**config.mk**
```make
export PLATFORM = sky130hd
export DESIGN_NAME = rmas_mulmod
export DESIGN_NICKNAME = d
export VERILOG_FILES = /design/src/hdl/rmas_pkg.sv /design/src/hdl/rmas_mulmod.sv
export SDC_FILE = /design/constraint.sdc
export NUM_CORES = 1
export LEC_CHECK = 0
export ABC_AREA = 1
export BUFFER_PORTS_ARGS = -buffer_cell sky130_fd_sc_hd__buf_2
export CAP_MARGIN = 10
export CORE_ASPECT_RATIO = 0.6
export CORE_MARGIN = 3
export CORE_UTILIZATION = 45
export CTS_CLUSTER_DIAMETER = 50
export CTS_CLUSTER_SIZE = 20
export DETAILED_ROUTE_END_ITERATION = 16
export PLACE_DENSITY = 0.59
export SLEW_MARGIN = 20
export SYNTH_ARGS = -nofsm -noshare
export SYNTH_HDL_FRONTEND = slang
export SYNTH_SLANG_ARGS = --single-unit
```
**constraint.sdc**
```tcl
create_clock -name clk -period 8.8 [get_ports clk]
set_input_delay 0.88 -clock clk [delete_from_list [all_inputs] [get_ports clk]]
set_output_delay 0.88 -clock clk [all_outputs]
set_load 0.1 [all_outputs]
```
**src/hdl/rmas_pkg.sv**
```systemverilog
// shared constants, types and state codes of the range multiply/add/sum tree
`default_nettype none

package rmas_pkg;

    localparam int MAX_ELEMENTS = 65536;
    localparam int TREE_NODES   = 4 * MAX_ELEMENTS;
    localparam int NODE_W       = $clog2(TREE_NODES);
    localparam int IDX_W        = 17;
    localparam int VAL_W        = 31;
    localparam int CFG_IDX_W    = 1;
    localparam int STACK_DEPTH  = $clog2(MAX_ELEMENTS) + 2;
    localparam int SP_W         = $clog2(STACK_DEPTH + 1);
    localparam int STK_IW       = $clog2(STACK_DEPTH);
    localparam int MM_STEPS     = VAL_W;
    localparam int MM_CNT_W     = $clog2(MM_STEPS + 1);

    localparam logic [VAL_W-1:0] MODULUS_RESET = VAL_W'(2);
    localparam logic [VAL_W-1:0] MODULUS_MIN   = VAL_W'(2);
    localparam logic [IDX_W-1:0] COUNT_RESET   =
        IDX_W'((MAX_ELEMENTS < 65536) ? MAX_ELEMENTS : 65536);
    localparam logic [IDX_W-1:0] COUNT_MAX     = IDX_W'(MAX_ELEMENTS);

    localparam logic [CFG_IDX_W-1:0] CFG_MODULUS = 1'b0;
    localparam logic [CFG_IDX_W-1:0] CFG_COUNT   = 1'b1;

    typedef enum logic [1:0] {
        FN_SET   = 2'd0,
        FN_MUL   = 2'd1,
        FN_ADD   = 2'd2,
        FN_QUERY = 2'd3
    } func_t;

    typedef enum logic [1:0] {
        PH_ENTER,
        PH_RIGHT,
        PH_PULL
    } phase_t;

    typedef enum logic [4:0] {
        ST_CLEAR,
        ST_IDLE,
        ST_REDUCE_WAIT,
        ST_ENTER,
        ST_READ_NODE,
        ST_DECIDE,
        ST_READ_CHILD,
        ST_AP_START,
        ST_AP_WAIT,
        ST_WRITE_CHILD,
        ST_WRITE_NODE,
        ST_WRITE_FULL,
        ST_DESCEND,
        ST_PULL_L,
        ST_PULL_R,
        ST_POP,
        ST_FINISH
    } state_t;

    typedef struct packed {
        logic [VAL_W-1:0] sum;
        logic [VAL_W-1:0] mul;
        logic [VAL_W-1:0] add;
    } node_t;

    typedef struct packed {
        logic [NODE_W-1:0] k;
        logic [IDX_W-1:0]  l;
        logic [IDX_W-1:0]  r;
        phase_t            ph;
    } frame_t;

    localparam int NODE_BITS = $bits(node_t);

endpackage

`default_nettype wire

```
**src/hdl/rmas_mulmod.sv**
```systemverilog
// bit-serial modular multiply-add unit: (x * y + z) mod m, x and z below m
`default_nettype none

module rmas_mulmod (
    input  wire logic                      clk,
    input  wire logic                      rst_n,
    input  wire logic                      abort,
    input  wire logic                      start,
    input  wire logic [rmas_pkg::VAL_W-1:0] x,
    input  wire logic [rmas_pkg::VAL_W-1:0] y,
    input  wire logic [rmas_pkg::VAL_W-1:0] z,
    input  wire logic [rmas_pkg::VAL_W-1:0] m,
    output logic                           done,
    output logic      [rmas_pkg::VAL_W-1:0] result
);

    logic                             busy_reg;
    logic                             done_reg;
    logic [rmas_pkg::MM_CNT_W-1:0]    cnt_reg;
    logic [rmas_pkg::VAL_W-1:0]       acc_reg;
    logic [rmas_pkg::VAL_W-1:0]       x_reg;
    logic [rmas_pkg::VAL_W-1:0]       y_reg;
    logic [rmas_pkg::VAL_W-1:0]       z_reg;

    logic [rmas_pkg::VAL_W:0]         dbl;
    logic [rmas_pkg::VAL_W:0]         dbl_red;
    logic [rmas_pkg::VAL_W:0]         part;
    logic [rmas_pkg::VAL_W:0]         part_red;
    logic [rmas_pkg::VAL_W:0]         fin;
    logic [rmas_pkg::VAL_W:0]         fin_red;
    logic [rmas_pkg::VAL_W:0]         m_ext;

    // msb first: acc = 2*acc + bit*x, kept below m after each half step
    always_comb
    begin
        m_ext    = {1'b0, m};
        dbl      = {acc_reg, 1'b0};
        dbl_red  = (dbl >= m_ext) ? (dbl - m_ext) : dbl;
        part     = dbl_red + {1'b0, (y_reg[rmas_pkg::VAL_W-1] ? x_reg : '0)};
        part_red = (part >= m_ext) ? (part - m_ext) : part;
        fin      = {1'b0, acc_reg} + {1'b0, z_reg};
        fin_red  = (fin >= m_ext) ? (fin - m_ext) : fin;
    end

    always_ff @(posedge clk or negedge rst_n)
    begin
        if (!rst_n)
        begin
            busy_reg <= 1'b0;
            done_reg <= 1'b0;
            cnt_reg  <= '0;
        end
        else if (abort)
        begin
            busy_reg <= 1'b0;
            done_reg <= 1'b0;
            cnt_reg  <= '0;
        end
        else
        begin
            done_reg <= 1'b0;
            if (start)
            begin
                busy_reg <= 1'b1;
                cnt_reg  <= rmas_pkg::MM_CNT_W'(rmas_pkg::MM_STEPS);
            end
            else if (busy_reg)
            begin
                if (cnt_reg != '0)
                begin
                    cnt_reg <= cnt_reg - 1'b1;
                end
                else
                begin
                    busy_reg <= 1'b0;
                    done_reg <= 1'b1;
                end
            end
        end
    end

    always_ff @(posedge clk)
    begin
        if (start)
        begin
            acc_reg <= '0;
            x_reg   <= x;
            y_reg   <= y;
            z_reg   <= z;
        end
        else if (busy_reg)
        begin
            if (cnt_reg != '0)
            begin
                acc_reg <= part_red[rmas_pkg::VAL_W-1:0];
                y_reg   <= {y_reg[rmas_pkg::VAL_W-2:0], 1'b0};
            end
            else
            begin
                acc_reg <= fin_red[rmas_pkg::VAL_W-1:0];
            end
        end
    end

    assign done   = done_reg;
    assign result = acc_reg;

endmodule

`default_nettype wire

```
# Word-level counts from Yosys, hierarchy flattened
# Cells that the tools add are included.
# Widths: inputs -> output; s select.
[classes]
n_lt_le_gt_ge = 3
muxes = 20
n_reduce_logical = 7
add_sub_neg = 6
[op_table]
columns = ["cell", "n"]
rows = [
  ["$mux 31", 7],
  ["$ge 32x31->1", 3],
  ["$sub 31x31->31", 2],
  ["$add 31x31->32", 1],
  ["$add 32x31->32", 1],
  ["$mux 32", 1],
  ["$sub 32x31->32", 1],
  ["$mux 5", 4],
  ["$mux 1", 8],
  ["$reduce_bool 3->1", 2],
  ["$reduce_bool 5->1", 1],
  ["$sub 5x1->5 const B", 1],
  ["$reduce_and 2->1", 2],
  ["$reduce_bool 2->1", 2],
]
[totals]
input_bits = 128
elab_cells = 43
output_inout_bits = 32
ff_bits = 131

# Longest topological paths before layout
[logic_depth]
ltp_word = 6
mapped_depth = 46
depth_no_buf = 44

# Worst setup path after synthesis
# Ideal clock, no wire load.
[synth_timing]
path_kind = "flip-flop to flip-flop"
from = "reg acc_reg, in the netlist result[2]"
to = "reg acc_reg, in the netlist result[10]"
setup_slack_ns = 3.164
setup_ns = 0.109
stages_incl_launch_ff = 40
n_path_buf = 2
arrival_time_ns = 5.527
required_time_ns = 8.691
synth_period_minus_slack_ns = 5.636
cell_sequence = "dfxtp_1 ha_1 a21oi_1 nand2_1 nand2_1 nand2_2 nand2_1 nand3_1 nand2_1 nand2_2 inv_1 clkbuf_1 nand2_1 o21ai_0 inv_1 ha_1 nand2_1 nor4_1 (+4 left out) xor2_1 inv_1 ha_1 nand2_1 inv_1 a21oi_1 a21oi_1 nor2_1 nand3_1 nand2_1 nand2_1 nand2_1 buf_2 nand4_1 nand3_1 nand3_1 nand2_1 inv_1"
[synth_via]
elab_chain_len = 6
elab_cells_between_ends = 12
classes_between = "add/sub (5); order compare (3); mux (4)"
[synth_rtl]
columns = ["item", "line", "text"]
rows = [
  ["from (decl)", "rmas_mulmod.sv:20", "logic [rmas_pkg::VAL_W-1:0] acc_reg;"],
  ["from (signal assigned)", "rmas_mulmod.sv:95", "acc_reg <= part_red[rmas_pkg::VAL_W-1:0];"],
  ["from (signal assigned)", "rmas_mulmod.sv:100", "acc_reg <= fin_red[rmas_pkg::VAL_W-1:0];"],
  ["$sub 32x31->32 or $ge 32x31->1 (tied branches)", "rmas_mulmod.sv:38", "dbl_red = (dbl >= m_ext) ? (dbl - m_ext) : dbl;"],
  ["$mux 32", "rmas_mulmod.sv:38", ""],
  ["$add 32x31->32", "rmas_mulmod.sv:39", "part = dbl_red + {1'b0, (y_reg[rmas_pkg::VAL_W-1] ? x_reg : '0)};"],
  ["$sub 31x31->31 or $ge 32x31->1 (tied branches)", "rmas_mulmod.sv:40", "part_red = (part >= m_ext) ? (part - m_ext) : part;"],
  ["$mux 31", "rmas_mulmod.sv:40", ""],
  ["$mux 31 (*)", "rmas_mulmod.sv:93", "if (cnt_reg != '0)"],
]
# Mark *: on every way between the ends. The rest lies on a longest branch, timed or not.
# A chain may end at the register's enable or synchronous reset.

# Worst setup path in the final report
[layout_timing]
from = "in m[10] (netlist name)"
to = "reg acc_reg, in the netlist result[14]"
[layout_via]
elab_chain_len = 6
elab_cells_between_ends = 11
classes_between = "add/sub (4); order compare (3); mux (4)"
[layout_rtl]
columns = ["item", "line", "text"]
rows = [
  ["from (decl)", "rmas_mulmod.sv:12", "input wire logic [rmas_pkg::VAL_W-1:0] m,"],
  ["$sub 32x31->32 or $ge 32x31->1 (tied branches)", "rmas_mulmod.sv:38", ""],
  ["$mux 32", "rmas_mulmod.sv:38", ""],
  ["$add 32x31->32", "rmas_mulmod.sv:39", ""],
  ["$sub 31x31->31 or $ge 32x31->1 (tied branches)", "rmas_mulmod.sv:40", ""],
  ["$mux 31", "rmas_mulmod.sv:40", ""],
  ["$mux 31 (*)", "rmas_mulmod.sv:93", ""],
]
# Marked as above.

==> metrics.cfg <==
[outcome]
status = finished, final reports clean

[synthesis]
synthCells = 2566
ys_types = 44
syn-cell-area_um2 = 16040
syn_area_per_cell_um2 = 6.253
ys_seq_area_share_pct = 22.37
synth-seq-cells = 131
ys_async_sr_fraction_pct = 5.344
synth_edf_count = 93
synth_ff_type = edfxtp_1
yosys_warnings = 0
syn_nets = 2855

[final_layout]
area_delta_synth_final_pct = 12.86
num_antenna_cells = 0
final_area_um2 = 18110
drive_gt1_share_pct = 8.975
fin_nets = 3017

[clock_network]
cts_made_buffers = 17
cts_buffer_depth = 2
cts-htree-levels = 4
clock_latency_ps = 470
cts_resized = 0
clock-root-buffer = clkbuf_16
tritoncts = built
holdBufCountCts = 0
cts_sinks = 131
clkTransAtPathRegs_ps = 80
cts_setup_buffers = 0

[place]
routabilityCongestion = 1.038
placedInstanceArea_um2 = 17500
hpwl_um = 55500
io_buffers = 159

[power_and_ir_drop]
peakVddDrop_v = 0.0003221
p_seq_share_pct = 10.2
netSwitchingPower_mw = 5.120
power.density_nw_per_um2 = 462.6
combPwrFrac_pct = 80.6
p_int_mw = 3.257
leakagePower_nw = 9.934
p_clk_share_pct = 9.2
sw_frac_of_total_pct = 61.12

[die]
rows = 52
io-pin-count = 160
die_w_um = 249.8
die_y_um = 152.3
core_um2 = 34420
start_util_pct = 46.62
die-area_um2 = 38030

[hold_path]
hold_class = in2async

[global_routing]
track_usage_pct = 33.84
grt_start_max_net_pins = 78
grt_pass1_vias = 15877
grt_pass1_wl_um = 97550
antenna_found_initial = 0
gr-total-overflow = 0

[sta]
period_needed_ps = 8037
fin_setup_tns_ps = 0
setup-violations-final = 0
drv_slew = 0
tightest_slew_ps = 1099
max_freq_mhz = 124.4
finClkSkew_ps = 14.73
rsz0062_at_grt = no
relSlewSlack_pct = 26.70
hold_viol_final = 0
finalCritPeriodShare_pct = 91.33

[detailed_routing]
vias = 17840
wl_per_cell_um = 20.87
drt-total-wl_um = 66780
first_iter_violations = 2204
met1Wirelength_um = 32600
route.met3.wl_um = 9118
drc = 0
via_per_inst = 5.575
detail-route-antenna-nets = 0
dr_wl_met2_um = 24140
maxUsedRoutingLayer = met5
dr.pass1.iters = 6

[critical_path]
worstSetupStartpointType = input pin
slowest_stage = nor2_1
cp.required_ps = 9160
critPathArrivalTime_ps = 8400
cp-end-kind = register
cp_slowest_stage_delay_ps = 540
critPathMaxFanout = 31
crit_type = in2reg
path_common_cell = nand2_1

[run]
drv_cap = 0

## final timing paths
| path | start | end | slack [ps] | cells after the start |
|---|---|---|---|---|
| setup / recovery | m[10] | result[14]$_SDFFE_PP0P_ | 760 | 44 |
| hold / removal | rst_n | done$_DFF_PN0_ | 230 | 1 |
| setup reg to reg | result[4]$_SDFFE_PP0P_ | result[14]$_SDFFE_PP0P_ | 1000 | 44 |
| hold reg to reg | y_reg[6]$_DFFE_PP_ | y_reg[7]$_DFFE_PP_ | 510 | 2 |
| max in group asynchronous | rst_n | busy_reg$_DFF_PN0_ | 8410 | 1 |
| min in group clk | y_reg[6]$_DFFE_PP_ | y_reg[7]$_DFFE_PP_ | 510 | 2 |
## synthesized netlist by cell type (2+ instances only)
cell / count / share of area (%)
xor2_1: 80 / 4.4
buf_2: 15 / 0.47
nand3_1: 228 / 7.1
nor4_1: 7 / 0.27
a31oi_1: 20 / 0.78
buf_4: 3 / 0.14
xnor2_1: 34 / 1.9
clkbuf_1: 25 / 0.58
o22ai_1: 3 / 0.12
o21ai_0: 105 / 3.3
nor2_2: 2 / 0.078
nand2_1: 710 / 17
a21boi_0: 8 / 0.37
buf_1: 6 / 0.14
dfxtp_1: 31 / 3.9
o21ai_1: 2 / 0.062
fa_1: 5 / 0.62
or2_2: 4 / 0.16
edfxtp_1: 93 / 17
ha_1: 156 / 12
nor3_1: 26 / 0.81
nand3b_1: 7 / 0.33
a21o_1: 19 / 0.89
o21bai_1: 22 / 1.0
o211ai_1: 4 / 0.19
o21ai_2: 2 / 0.11
nor2_1: 231 / 5.4
buf_6: 3 / 0.21
and3_1: 4 / 0.16
nand2_2: 6 / 0.23
a21boi_1: 2 / 0.094
dfrtp_1: 7 / 1.1
inv_1: 445 / 10
o21a_1: 9 / 0.42
nand4_1: 53 / 2.1
a21oi_1: 181 / 5.6
## per-layer routing
metal  track usage (%)  vias up
met3             13.24       56
li1                  -     8692
met5             1.863        -
met1             53.13     8155
met4             5.712        2
met2             42.42      935
## through the flow
stage	total power [mW]	instances	hold WS, ps	utilization (%)	setup WS (ps)
after floorplan	5.390	2566	487.4	-	3164
after global placement	7.336	3168	490.8	50.86	735.2
after detailed placement	7.346	3168	498.3	50.86	777.5
after CTS	8.152	3200	225.3	52.61	1227
after global routing	8.992	3200	228.0	52.61	379.8
final	8.377	3200	233.3	52.61	762.9
## cells in the final DEF, fill, tap and decap left out, types with 31 or more instances in the layout
master,Yosys,routed
ha_1,156,156
inv_1,445,444
buf_2,15,158
nand3_1,228,228
a21oi_1,181,181
dfxtp_1,31,31
nand2_1,710,710
edfxtp_1,93,93
buf_4,3,32
nor2_1,231,230
xor2_1,80,80
xnor2_1,34,34
o21ai_0,105,105
nand4_1,53,53
## worst max-delay path, delay by kind of cell
kind	cells	cell delay, ps
buf+inv	11	1400
compound gates	1	260
xor+xnor	1	320
simple gates	28	4430
fa+ha+maj	3	1090
## final cells by class
cell class | count | area, um2
well taps | 459 | 574.3
flip-flops and latches | 131 | 3588
repair buffers | 195 | 1131
multi-input cells | 1938 | 10540
fillers | 3588 | 16310
clock buffers | 17 | 425.4
clock inverters | 15 | 177.7
inverters | 445 | 1670
## kinds of logic (layout without fill, tap and decap cells)
logic type	after synthesis	after routing	share of synthesized area (%)
flops	131	131	22.37
buf+inv	497	672	11.96
simple gates	1281	1281	33.42
xor+xnor	114	114	6.223
compound gates	382	382	13.24
fa+ha+maj	161	161	12.79
## power by group through the flow
stage | clock network [mW] | logic, mW | registers, mW
finish | 0.767 | 6.75 | 0.858
global route | 0.799 | 7.33 | 0.864
CTS | 0.775 | 6.52 | 0.858
detailed placement | 0 | 6.48 | 0.871
global placement | 0 | 6.47 | 0.869
floorplan | 0 | 4.28 | 1.11
(Power assumes the default switching activity.)
