File: config.mk
export PLATFORM = sky130hd
export DESIGN_NAME = rmas_ram
export DESIGN_NICKNAME = d
export VERILOG_FILES = /design/src/hdl/rmas_ram.sv
export SDC_FILE = /design/constraint.sdc
export NUM_CORES = 1
export LEC_CHECK = 0
export BUFFER_PORTS_ARGS = -buffer_cell sky130_fd_sc_hd__buf_2
export CORE_MARGIN = 2
export CORE_UTILIZATION = 25
export CTS_CLUSTER_DIAMETER = 50
export DETAILED_ROUTE_END_ITERATION = 8
export GPL_TIMING_DRIVEN = 0
export PLACE_DENSITY = 0.41
export SLEW_MARGIN = 5
export SYNTH_ARGS = -nofsm -noshare
export SYNTH_HDL_FRONTEND = slang
export SYNTH_SLANG_ARGS = --single-unit
File: constraint.sdc
create_clock -name clk -period 1.9 [get_ports clk]
set_input_delay 0.19 -clock clk [delete_from_list [all_inputs] [get_ports clk]]
set_output_delay 0.19 -clock clk [all_outputs]
set_load 0.02 [all_outputs]
File: src/hdl/rmas_ram.sv
// generic single write port ram with registered read
`default_nettype none

module rmas_ram #(
    parameter int WIDTH = 8,
    parameter int DEPTH = 16
) (
    input  wire logic                     clk,
    input  wire logic                     we,
    input  wire logic [$clog2(DEPTH)-1:0] waddr,
    input  wire logic [WIDTH-1:0]         wdata,
    input  wire logic [$clog2(DEPTH)-1:0] raddr,
    output logic      [WIDTH-1:0]         rdata
);

    logic [WIDTH-1:0] mem [DEPTH];

    always_ff @(posedge clk)
    begin
        if (we)
        begin
            mem[waddr] <= wdata;
        end
        rdata <= mem[raddr];
    end

endmodule

`default_nettype wire

Yosys cells after proc, flatten, opt, wreduce, memory -nomap -nowiden --
Memory sizes are Yosys's and may differ from the RTL's. A register that Yosys moved wholly into a read port is not among the register bits. Cells that the tools add are included.
Word-level totals: output and inout bits 8, memories 1, word-level logic and storage cells 3, register bits 0, bits in writable memories 128, ROM bits 0, input bits 18, latch bits 0
Operators by class: shift-type cells 0, reduce and logical (&&, ||, !) cells 0, divide/modulo/power cells 0, eq/ne operators 0, multipliers 0, multiplexer cells 2, bitwise operators 0, add/sub/neg operators 0, order comparisons 0
Memory list:
- mem | words 16, bits a word 8, read ports 1, clocked after Yosys merged registers in 1, write ports 1, line 16 | logic [WIDTH-1:0] mem [DEPTH];
Operators with widths (number):
- $mux 1 | 2

Logic depth before layout (Yosys ltp) --
Gate-level depths: netlist of the first run.
depth after elaboration 2, gate-level depth with buffers 5, gate-level depth less buffers 3

Worst setup path before layout of the first run --
OpenSTA, ideal clock, no wires.
path kind input to register, start point in waddr[2], end point mem mem[0][0], enable pin, slack 0.217 ns, arrival time 1.300 ns, stages on the path 2, library setup time 0.383 ns, path buffers 0, data required time 1.517 ns, path through or3b_2 -> nor3_1
RTL lines:
- start: declaration | line 10 | input wire logic [$clog2(DEPTH)-1:0] waddr,
- end: declaration | line 16
Straight into the memory's write port.

Worst setup path in the final report of the first run --
start point in waddr[2], end point mem mem[2][1], enable pin
Straight into the memory's write port.

==> impl_metrics.env, run 1 <==
export IMPL_final_area_mm2=0.006191
export IMPL_cap_violations=0
export IMPL_yosys_area_top_type="sky130_fd_sc_hd__edfxtp_1"
export IMPL_slew_worst_pin_ps=1008
export IMPL_grt_usage_pct=11.13
export IMPL_most_common_cell_in_the_synthesized_netlist="sky130_fd_sc_hd__edfxtp_1"
export IMPL_timing_hold_worst_path_depth=1
export IMPL_gpl_final_weighted_congestion=0.6901
export IMPL_wl_per_cell_um=20.40
export IMPL_synth_cell_types=19
export IMPL_post_cts_repair_setup_buffers=0
export IMPL_n_fill_cell=1955
export IMPL_outcome="completed"
export IMPL_place_port_buffers=24
export IMPL_rows=52
export IMPL_synth_top_family_by_area="multiplexers"
export IMPL_post_route_min_period_ps=1579
export IMPL_largest_net_degree_at_the_start_of_global_routing=17
export IMPL_netlist_area_leader_share_pct=74.67
export IMPL_dr_pass1_iters=4
export IMPL_synthTopCellsByArea="sky130_fd_sc_hd__edfxtp_1, sky130_fd_sc_hd__mux4_2, sky130_fd_sc_hd__mux4_1"
export IMPL_clock_sinks=136
export IMPL_synthToLayoutAreaGrowth_pct=20.27
export IMPL_p_sw_share_pct=20.43
export IMPL_ys_flop_type="sky130_fd_sc_hd__edfxtp_1"
export IMPL_timing_setup_tns_ps=0
export IMPL_grt_pass1_wl_um=16640
export IMPL_pin_count=26
export IMPL_power_share_sequential_pct=49.6
export IMPL_crit_arrival_ps=1610
export IMPL_net_count_after_synthesis=247
export IMPL_cts_resized_gates=0
export IMPL_grt_ovfl_total=0
export IMPL_die_x_um=147.5
export IMPL_cts_hold_buf=0
export IMPL_design_power_total_mw=6.790
export IMPL_post_drt_via_cell_ratio=4.232
export IMPL_initial_utilization_pct=25.44
export IMPL_hold_class="in -> reg"
export IMPL_area_of_the_mapped_netlist_mm2=0.005147
export IMPL_route_antenna_remaining_nets=0
export IMPL_cts_buffer_depth=2
export IMPL_synthMuxAreaShare_pct=15.02
export IMPL_dr_total_vias=2349
export IMPL_finalCritPeriodShare_pct=83.10
export IMPL_worstHoldStart="wdata[5]"
export IMPL_place_detailed_hpwl_um=7214
export IMPL_number_of_h_tree_branching_levels=4
export IMPL_cellLeakagePower_nw=2.026
export IMPL_worst_r2r_startpoint="mem[1][0]$_DFFE_PP_"
export IMPL_tritoncts="built"
export IMPL_synth_enable_flop_cells=128
export IMPL_initial_antenna_violation_count=0
export IMPL_yosys_warnings=0
export IMPL_power_clock_fraction_pct=45.2
export IMPL_cts_root_buf="sky130_fd_sc_hd__clkbuf_16"
export IMPL_floorplan_core_area_mm2=0.02023
export IMPL_f_max_mhz=633.3
export IMPL_rsz0062_at_grt="no"
export IMPL_net_switching_power_mw=1.387
export IMPL_drv_slew=0
export IMPL_die_height_um=147.5
export IMPL_synth_seq_area_share_pct=77.78
export IMPL_combinationalPowerShare_pct=5.2
export IMPL_setup_viol_count_final=0
export IMPL_final_layout_size_suffix_gt1_share_pct=30.18
export IMPL_critical_path_reg2reg_endpoint="rdata[0]$_DFF_P_"
export IMPL_synth_area_per_cell_um2=22.48
export IMPL_reg2regPathDepth=3
export IMPL_placed_cell_area_mm2=0.005625
export IMPL_critPathMaxFanout=8
export IMPL_drc=0
export IMPL_postSynthRegisterBits=136
export IMPL_cts_made_buffers=17
export IMPL_timing_critical_path_to_type="flip-flop"
export IMPL_crit_type="in -> reg"
export IMPL_hold_end="mem[14][5]$_DFFE_PP_"
export IMPL_synth_xor_area_share_pct=0
export IMPL_vdd_ir_drop_max_mv=0.6255
export IMPL_fp_dieArea_mm2=0.02175
export IMPL_synthSimpleGateAreaFrac_pct=3.184
export IMPL_synthTopCellsByCount="sky130_fd_sc_hd__edfxtp_1, sky130_fd_sc_hd__mux4_2, sky130_fd_sc_hd__a22oi_1, sky130_fd_sc_hd__mux4_1, sky130_fd_sc_hd__nor2_1"
export IMPL_cp_required_ps=1930
export IMPL_first_global_vias=2503
export IMPL_synth_async_reset_ratio_pct=0
export IMPL_finalHoldViolCount=0
export IMPL_fin_skew_ps=5.101
export IMPL_power_density_cell_area_mw_per_mm2=1097
export IMPL_post_synth_fa_ha_maj_area_fraction_pct=0
export IMPL_final_core_util_pct=30.60
export IMPL_cellInternalPower_mw=5.403
export IMPL_final_nets=290
export IMPL_worst_setup_path_start_kind="input pin"
export IMPL_share_of_the_synthesized_area_in_compound_gates_ao_oa_aoi_oai_pct=2.333
export IMPL_totalWireLength_um=11320
export IMPL_clk_insertion_delay_late_ps=420
export IMPL_rrSetupSlack_ps=440
export IMPL_synthCells=229
export IMPL_slew_limit_headroom_pct=32.52
export IMPL_n_antenna_cell=0
export IMPL_drt_iter0_drc=176
export IMPL_worst_setup_hold_path_clk_slew_ps=50
how the worst max path moves through the flow:
| stage | from | endpoint | slack (ps) | depth (start not counted) |
|---|---|---|---|---|
| finish | waddr[2] | mem[2][1]$_DFFE_PP_ | 320 | 3 |
| CTS | waddr[2] | mem[1][4]$_DFFE_PP_ | 350 | 3 |
| global route | waddr[2] | mem[2][4]$_DFFE_PP_ | 290 | 3 |
| global placement | waddr[2] | mem[0][3]$_DFFE_PP_ | -540 | 3 |
| floorplan | waddr[2] | mem[0][0]$_DFFE_PP_ | 220 | 2 |
| detailed placement | waddr[2] | mem[1][3]$_DFFE_PP_ | -90 | 3 |
cell type report:
cell class	count	area, µm²	share of cell area (%)
Clock inverter	7	37.54	0.6063
Clock buffer	25	528.0	8.529
Tap cell	270	337.8	5.457
Multi-Input combinational cell	83	1077	17.40
Buffer	10	86.33	1.395
Timing Repair Buffer	24	120.1	1.940
Sequential cell	136	4004	64.67
sequential cells by signal (all words and copies together) (netlist names):
name   cells
rdata      8
mem      128
per-stage QoR:
| stage | hold WS (ps) | std cells | setup slack, ps |
|---|---|---|---|
| detailed placement | 602.0 | 523 | -93.34 |
| floorplan | 288.9 | 229 | 217.1 |
| CTS | 156.7 | 555 | 346.8 |
| finish | 162.3 | 555 | 321.1 |
| global route | 163.7 | 555 | 292.3 |
| global placement | 586.6 | 523 | -541.2 |
critical path, cell delays in order:
cell                     delay [ps]
sky130_fd_sc_hd__buf_2          110
sky130_fd_sc_hd__or3b_2         520
sky130_fd_sc_hd__nor2_1         780
placed cells by master, fill, tap and decap left out, types with 2 or more instances in the layout:
| cell type | instances |
|---|---|
| sky130_fd_sc_hd__mux4_1 | 14 |
| sky130_fd_sc_hd__nand2_1 | 9 |
| sky130_fd_sc_hd__nand3b_1 | 2 |
| sky130_fd_sc_hd__edfxtp_1 | 128 |
| sky130_fd_sc_hd__buf_2 | 27 |
| sky130_fd_sc_hd__a22oi_1 | 16 |
| sky130_fd_sc_hd__nor3_2 | 4 |
| sky130_fd_sc_hd__clkdlybuf4s25_2 | 3 |
| sky130_fd_sc_hd__buf_6 | 3 |
| sky130_fd_sc_hd__clkbuf_1 | 3 |
| sky130_fd_sc_hd__clkinv_2 | 6 |
| sky130_fd_sc_hd__mux4_2 | 18 |
| sky130_fd_sc_hd__clkbuf_8 | 3 |
| sky130_fd_sc_hd__nand2b_1 | 2 |
| sky130_fd_sc_hd__clkbuf_16 | 19 |
| sky130_fd_sc_hd__dfxtp_1 | 8 |
| sky130_fd_sc_hd__nor2_1 | 13 |
per-layer routing:
| layer | GRT usage (%) | share of wire, % | vias up |
|---|---|---|---|
| li1 | - | - | 1059 |
| met1 | 14.76 | 47 | 1232 |
| met2 | 17.73 | 48 | 45 |
| met3 | 2.623 | 3.3 | 13 |
| met4 | 4.471 | 1.6 | 0 |
| met5 | 0 | 0 | - |
cell families (layout without fill, tap and decap cells):
group                  count (synthesis)  after routing
AOI/OAI and AO/OA                     16             16
DFF                                  136            136
and+or+nand+nor                       35             35
buffers and inverters                 10             66
muxes                                 32             32
power by group through the flow:
| stage | clock network, mW | logic, mW | registers [mW] |
|---|---|---|---|
| global route | 3.25 | 0.382 | 3.38 |
| CTS | 3.12 | 0.363 | 3.37 |
| floorplan | 0 | 0.170 | 3.46 |
| global placement | 0 | 0.359 | 3.43 |
| finish | 3.07 | 0.350 | 3.37 |
| detailed placement | 0 | 0.363 | 3.43 |
Power figures use the tool's default switching activity.
==> run 2: changes to the inputs <==
==> constraint.sdc (replaced) <==
create_clock -name clk -period 1.47 [get_ports clk]
set_input_delay 0.147 -clock clk [delete_from_list [all_inputs] [get_ports clk]]
set_output_delay 0.147 -clock clk [all_outputs]
set_load 0.02 [all_outputs]
==> impl_metrics.env, run 2 (synthesized netlist as in run 1, its figures left out) <==
export IMPL_timing_critical_path_to_type="flip-flop"
export IMPL_drt_iter0_drc=209
export IMPL_cts_made_buffers=17
export IMPL_cap_violations=0
export IMPL_crit_arrival_ps=1730
export IMPL_rsz0062_at_grt="no"
export IMPL_layoutNonFillerInstCount=555
export IMPL_floorplan_core_area_mm2=0.02023
export IMPL_first_global_vias=2431
export IMPL_tritoncts="built"
export IMPL_critical_path_max_stage_delay_ps=570
export IMPL_hold_class="in -> reg"
export IMPL_setup_viol_count_final=0
export IMPL_reg2regPathDepth=3
export IMPL_dr_total_vias=2377
export IMPL_post_cts_repair_setup_buffers=0
export IMPL_slew_worst_pin_ps=901.4
export IMPL_gpl_final_weighted_congestion=0.7420
export IMPL_post_drt_via_cell_ratio=4.283
export IMPL_final_layout_size_suffix_gt1_share_pct=31.93
export IMPL_die_x_um=147.5
export IMPL_worstHoldStart="wdata[5]"
export IMPL_cp_required_ps=1760
export IMPL_drv_slew=0
export IMPL_grt_usage_pct=11.19
export IMPL_grt_ovfl_total=0
export IMPL_worst_setup_path_start_kind="flip-flop"
export IMPL_number_of_h_tree_branching_levels=4
export IMPL_most_common_layout_cells="sky130_fd_sc_hd__edfxtp_1, sky130_fd_sc_hd__buf_2, sky130_fd_sc_hd__mux4_2, sky130_fd_sc_hd__clkbuf_16, sky130_fd_sc_hd__mux4_1"
export IMPL_vdd_ir_drop_max_mv=0.8131
export IMPL_f_max_mhz=691.4
export IMPL_place_port_buffers=24
export IMPL_initial_antenna_violation_count=0
export IMPL_totalWireLength_um=11290
export IMPL_finalHoldViolCount=0
export IMPL_place_detailed_hpwl_um=7228
export IMPL_crit_cells=3
export IMPL_cpLargestDelayFamily="multiplexers"
export IMPL_synthToLayoutAreaGrowth_pct=21.27
export IMPL_die_height_um=147.5
export IMPL_wl_per_cell_um=20.35
export IMPL_largest_reg_flops=128
export IMPL_outcome="completed"
export IMPL_dr_pass1_iters=4
export IMPL_slew_limit_headroom_pct=39.68
export IMPL_dp_cells=523
export IMPL_critical_path_reg2reg_endpoint="rdata[3]$_DFF_P_"
export IMPL_grt_pass1_wl_um=16520
export IMPL_route_antenna_remaining_nets=0
export IMPL_post_route_min_period_ps=1446
export IMPL_worst_setup_hold_path_clk_slew_ps=60
export IMPL_cp_num_buf_inv=0
export IMPL_rrSetupSlack_ps=20
export IMPL_commonest_non_fill_non_tap_cell_in_the_layout="sky130_fd_sc_hd__edfxtp_1"
export IMPL_cts_buffer_depth=2
export IMPL_rows=52
export IMPL_power_density_cell_area_mw_per_mm2=1434
export IMPL_crit_type="reg -> reg"
export IMPL_pin_count=26
export IMPL_crit_chain="mux4_1 -> a22oi_2 -> nand2_1"
export IMPL_drc=0
export IMPL_cts_root_buf="sky130_fd_sc_hd__clkbuf_16"
export IMPL_finalCritPeriodShare_pct=98.39
export IMPL_master_of_the_slowest_instance_on_the_critical_path="sky130_fd_sc_hd__mux4_1"
export IMPL_clock_sinks=136
export IMPL_critPathMaxFanout=1
export IMPL_fin_skew_ps=6.470
export IMPL_worst_r2r_startpoint="mem[1][3]$_DFFE_PP_"
export IMPL_largest_net_degree_at_the_start_of_global_routing=17
export IMPL_critPathLaunch="mem[1][3]$_DFFE_PP_"
export IMPL_design_power_total_mw=8.951
export IMPL_final_nets=290
export IMPL_timing_hold_worst_path_depth=1
export IMPL_initial_utilization_pct=25.44
export IMPL_hold_end="mem[4][5]$_DFFE_PP_"
export IMPL_fp_dieArea_mm2=0.02175
export IMPL_clk_insertion_delay_late_ps=410
export IMPL_n_antenna_cell=0
export IMPL_max_flop_register="mem"
export IMPL_cellLeakagePower_nw=2.024
export IMPL_reg_top3="mem: 128 flops, rdata: 8 flops"
[run 2: changes by cell type in the layout (fill, tap and decap cells not counted)]
cell and change:
sky130_fd_sc_hd__clkinv_2 -3, sky130_fd_sc_hd__bufinv_16 +3, sky130_fd_sc_hd__clkbuf_1 -1, sky130_fd_sc_hd__nor3_4 +1, sky130_fd_sc_hd__nor2_2 +3, sky130_fd_sc_hd__nor3_2 -1, sky130_fd_sc_hd__a22oi_2 +7, sky130_fd_sc_hd__clkinv_1 +6
sky130_fd_sc_hd__nor2_1 -3, sky130_fd_sc_hd__clkbuf_8 -3, sky130_fd_sc_hd__clkbuf_16 -2, sky130_fd_sc_hd__a22oi_1 -7
[run 2: how the worst max path moves through the flow]
| stage | end | slack (ps) |
|---|---|---|
| 2_1_floorplan | mem[3][0]$_DFFE_PP_ | 60 |
| 3_3_place_gp | mem[8][2]$_DFFE_PP_ | -680 |
| 5_1_grt | rdata[3]$_DFF_P_ | 3 |
| 6_report | rdata[3]$_DFF_P_ | 20 |
| 4_1_cts | mem[1][6]$_DFFE_PP_ | 3 |
| 3_5_place_dp | mem[2][4]$_DFFE_PP_ | -470 |
[run 2: cell type report]
cell class                 count  area, µm²
timing repair buffer          24      120.1
fill                        1964      13990
sequential                   136       4004
tap                          270      337.8
buffer                        10      86.33
clock inverter                13      135.1
clock buffer                  19      432.9
multi-input combinational     83       1126
[run 2: routing by layer]
layer / share of wire (%) / track usage, %
met1: 49 / 15.48
met4: 0.97 / 3.606
met3: 5.0 / 3.951
met5: 0 / 0
met2: 45 / 16.52
[run 2: power by group]
part	internal (mW)	switching, mW
clock	2.62	1.50
sequential	4.34	0.0184
combinational	0.179	0.299
[run 2: timing repair]
item | 4_1_cts | 5_1_grt
hold buffers | 0 | 0
cloned | 0 | 0
setup endpoints to repair | 18 | 22
pin swaps | 0 | 1
resized for setup | 4 | 7
[run 2: stage by stage]
stage	hold WS, ps	cell area, µm²	utilization [%]	setup slack (ps)	setup TNS [ps]
detailed placement	567.2	5625	27.80	-469.8	-30140
floorplan	245.9	5152	-	56.85	0
global placement	565.6	5610	27.73	-675.7	-39870
CTS	132.1	6208	30.68	2.755	0
finish	143.2	6242	30.85	23.73	0
global route	142.0	6242	30.85	3.005	0
